### src/rtl/core/psrb_pkg.sv
// shared types, field widths, status codes and parameter defaults for the
// per-peer sequence reorder buffer; no dependencies
`default_nettype none

package psrb_pkg;

  // parameter defaults
  localparam int DEF_PEERS       = 16;
  localparam int DEF_WINDOW      = 16;
  localparam int DEF_HANDLE_BITS = 16;

  // results one input may cause, and the counter that walks them
  localparam int MAX_RESULTS = 16;
  localparam int CNT_W       = 4;

  // fixed field widths
  localparam int SEQ_W    = 32;
  localparam int HANDLE_W = 16;
  localparam int PEER_W   = 4;
  localparam int STATUS_W = 3;

  // result status codes
  localparam logic [STATUS_W-1:0] ST_PASS       = 3'd0;
  localparam logic [STATUS_W-1:0] ST_DELIVER    = 3'd1;
  localparam logic [STATUS_W-1:0] ST_HELD       = 3'd2;
  localparam logic [STATUS_W-1:0] ST_DROP       = 3'd3;
  localparam logic [STATUS_W-1:0] ST_NUMBERED   = 3'd4;
  localparam logic [STATUS_W-1:0] ST_UNNUMBERED = 3'd5;

  // item kinds
  localparam logic KIND_RX = 1'b0;
  localparam logic KIND_TX = 1'b1;

  typedef struct packed {
    logic                local_req;
    logic                numbered;
    logic [HANDLE_W-1:0] handle;
    logic [SEQ_W-1:0]    seq;
    logic [PEER_W-1:0]   peer;
    logic                kind;
  } in_beat_t;

  typedef struct packed {
    logic                last;
    logic [SEQ_W-1:0]    seq;
    logic [HANDLE_W-1:0] handle;
    logic [STATUS_W-1:0] status;
  } res_t;

  // index bits for a store of n entries, at least one
  function automatic int idx_bits(input int n);
    return (n > 1) ? $clog2(n) : 1;
  endfunction

  // hold span, capped so a drain fits in one run of results
  function automatic int span_of(input int w);
    return (w < MAX_RESULTS) ? w : MAX_RESULTS;
  endfunction

endpackage

`default_nettype wire

### src/rtl/core/psrb_ram.sv
// generic single-port-write, single-port-read ram with registered read data
// depends on psrb_pkg for index width
`default_nettype none

module psrb_ram #(
  parameter int WIDTH = 8,
  parameter int DEPTH = 16
) (
  input  wire logic                                 clk,
  input  wire logic                                 we,
  input  wire logic [psrb_pkg::idx_bits(DEPTH)-1:0] waddr,
  input  wire logic [WIDTH-1:0]                     wdata,
  input  wire logic                                 re,
  input  wire logic [psrb_pkg::idx_bits(DEPTH)-1:0] raddr,
  output logic      [WIDTH-1:0]                     rdata
);

  logic [WIDTH-1:0] mem [DEPTH];
  logic [WIDTH-1:0] rdata_r;

  always_ff @(posedge clk) begin
    if (we) begin
      mem[waddr] <= wdata;
    end
    if (re) begin
      rdata_r <= mem[raddr];
    end
  end

  assign rdata = rdata_r;

endmodule

`default_nettype wire

### config.mk
export PLATFORM = sky130hd
export DESIGN_NAME = psrb_ram
export DESIGN_NICKNAME = d
export VERILOG_FILES = /design/src/rtl/core/psrb_pkg.sv /design/src/rtl/core/psrb_ram.sv
export SDC_FILE = /design/constraint.sdc
export NUM_CORES = 1
export LEC_CHECK = 0
export BUFFER_PORTS_ARGS = -buffer_cell sky130_fd_sc_hd__buf_2
export CORE_AREA = 2 2 106 108
export DETAILED_ROUTE_END_ITERATION = 8
export DIE_AREA = 0 0 108 110
export PLACE_DENSITY = 0.68
export SETUP_SLACK_MARGIN = 0.1
export SLEW_MARGIN = 25
export SYNTH_ARGS = -nofsm -noshare
export SYNTH_HDL_FRONTEND = slang
export SYNTH_SLANG_ARGS = --single-unit
### constraint.sdc
create_clock -name clk -period 3.8 [get_ports clk]
set_input_delay 0.76 -clock clk [delete_from_list [all_inputs] [get_ports clk]]
set_output_delay 0.76 -clock clk [all_outputs]
set_load 0.03 [all_outputs]
==> flow_summary_export.csv <==
group,metric,value,unit
cells_and_area,final_cells,422,
power_and_ir_drop,p_leak,2.025,nW
grt,groute.usage.overall,0.1848,
floorplanning,die_h,110,µm
synth,synth_largest_area_cell,"edfxtp_1",
clock_tree,clk_latency,0.52,ns
detailed_routing,viasPerCell,5.690,
synth,yosysWarnings,0,
cells_and_area,nFillCells,770,
synth,synth-xor-area-share,0,
clock_tree,ctsHoldBuffers,0,
sta,max_slew.worst_pin.slew,0.9629,ns
floorplanning,start_util,0.4887,
detailed_routing,drt_iter0_markers,198,
sta,finalSetupTns,0,ns
cells_and_area,num_antenna_cells,0,
cells_and_area,area_delta_synth_final,16.35,%
synth,synth_top_family_by_area,"multiplexers",
synth,postSynthCellCount,229,
clock_tree,cts_resized,0,
synth,yosys.area_share.adder,0,
synth,synth.area.top_cells,"edfxtp_1 78%, mux4_2 7.8%, mux4_1 7.0%, a22oi_1 2.3%, nor2_1 0.93%",
grt,overflow,0,
power_and_ir_drop,irDropWorstVdd,0.0002617,V
synth,yosys-mux-area-fraction,0.1479,
critical_path,worstSetupPathType,"in2reg",
placement,dpl.cell_count,390,
sta,grt_setup_unrepaired,"false",
sta,hold_viol,0,
sta,finalCritPeriodShare,0.5473,
detailed_routing,wirelength,9805,µm
grt,antenna_found_initial,0,
power_and_ir_drop,p_per_area,573.4,nW/µm²
cells_and_area,layout-drive-gt1-share,0.2801,
critical_path,endpoint_kind,"flip-flop",
critical_path,critPathArrivalTime,2.35,ns
grt,use_met1,0.2371,
clock_tree,cts_root_buffer,"clkbuf_8",
floorplanning,core_area,10700,µm²
synth,synth-compound-area-share,0.02298,
detailed_routing,first_pass_iters,4,
detailed_routing,ant_nets,0,
critical_path,ff2ff_path_depth,3,
clock_tree,cts_buffers,17,
critical_path,cp-start-kind,"input port",
clock_tree,post_cts_buffers,0,
sta,relSlewSlack,0.3557,
placement,hpwl,6092,µm
floorplanning,pin_count,27,
critical_path,crit_fanout,32,
detailed_routing,wl_per_cell,23.23,µm
synth,seq_area_frac_synth,0.7812,
critical_path,cp_data_required_time,4.07,ns
placement,gp_congestion,0.7350,
floorplanning,fp-row-count,38,
cells_and_area,nets,288,
grt,grt_use_met3,0.05291,
min_path,min_path_type,"in2reg",
status,status,"complete, no violations",
grt,grtUsageMet2,0.2983,
run,cap_violations,0,
synth,synth_nets,248,
cells_and_area,fin_util,0.5685,
detailed_routing,via_count,2401,
floorplanning,die_w,108,µm
clock_tree,cts_tree,"built",
floorplanning,fp.dieArea,11880,µm²
grt,grt_first_pass_wirelength,15010,µm
clock_tree,htreeDepth,4,
synth,synth_top_area_share,0.7812,
sta,post-route-worst-setup-slack,1.720,ns
sta,skew,0.004686,ns
clock_tree,cts_buffer_depth,2,
synth,syn_avg_cell_area,22.83,µm²
grt,first_global_vias,2559,
synth,syn_area,5228,µm²
min_path,worstHoldPathCells,1,
sta,timing.final.max_slew_violations,0,
clock_tree,clkSlewWorstSetupHoldPaths,0.06,ns
grt,grt_max_degree,33,
synth,synth-simple-area-share,0.03135,
sta,setup_viol,0,
grt,top_usage_layer,"met2",
synth,synth.distinct_cells,18,
detailed_routing,drc,0,
clock_tree,cts.sinks,136,
sta,min_period,2.080,ns
sta,max_clock_freq,480.8,MHz
placement,pre_cts_ws,1.175,ns
synth,ys_ff_latch,136,
placement,io_buffers,26,
[flip-flops by register name (all words and copies together), names as in the netlist]
name	flops
rdata	8
mem	128
[final timing paths]
check                                start         to  slack [ns]
worst max register to register   mem[0][3]   rdata[3]        2.32
worst min register to register  mem[11][3]   rdata[3]        0.75
worst min-delay path              wdata[0]  mem[7][0]        0.63
worst max-delay path              raddr[0]   rdata[3]        1.72
[where the power goes]
group	internal, mW	switching (mW)	leakage [nW]
registers	1.69	0.00962	1.24
clock network	1.05	0.574	0.290
logic	0.0596	0.0999	0.499
total	2.80	0.684	2.03
[worst max-delay path, stage by stage]
cell     delay [ns]
buf_2          0.08
buf_4          0.49
mux4_1         0.63
a22oi_1        0.29
nand2_1        0.08
[logic make-up (layout without fill, tap and decap cells)]
| family | after synthesis | after routing |
|---|---|---|
| flops | 136 | 136 |
| mux | 32 | 32 |
| compound gates | 16 | 16 |
| simple gates | 35 | 35 |
| buf+inv | 10 | 63 |
[final cells by class]
type	count	area [µm²]	share of cell area
clock inverters	15	183.9	0.03024
multi-input cells	83	1057	0.1738
flip-flops and latches	136	4084	0.6715
clock buffers	17	414.1	0.06809
well taps	140	175.2	0.02880
repair buffers	31	167.7	0.02757
[metal layers]
layer	vias to the layer above	wire, µm
met5	-	0
met1	1245	4219
met4	0	193
met3	18	490
li1	1061	-
met2	77	4901
[placed cells by master (no fill, tap or decap), drive strengths merged]
cell / netlist / routed
edfxtp: 136 / 136
nand3b: 2 / 2
nand2b: 2 / 2
buf: 7 / 31
nor2b: 1 / 1
nor3: 4 / 4
bufinv: 0 / 4
or3b: 1 / 1
and2b: 1 / 1
clkinv: 0 / 9
nor2: 13 / 13
a22oi: 16 / 16
clkbuf: 0 / 17
and2: 1 / 1
clkinvlp: 0 / 2
nand2: 9 / 9
mux4: 32 / 32
nand3: 1 / 1
[Yosys cell counts, drive strengths merged]
cell           number
nor2               13
nor2b               1
mux4               32
nand3               1
buf                 7
nor3                4
nand2b              2
or3b                1
nand2               9
a22oi              16
and2                1
and2b               1
nand3b              2
clkdlybuf4s25       3
edfxtp            136
[per-stage QoR]
step           hold WS [ns]  area [µm²]  total power, mW
6_report             0.6271        6082            3.488
5_1_grt              0.6170        6082            3.583
4_1_cts              0.5892        6082            3.520
3_5_place_dp         0.7364        5484            1.893
3_3_place_gp         0.7159        5484            1.889
2_1_floorplan        0.7048        5228            1.828
(Power assumes the default switching activity.)
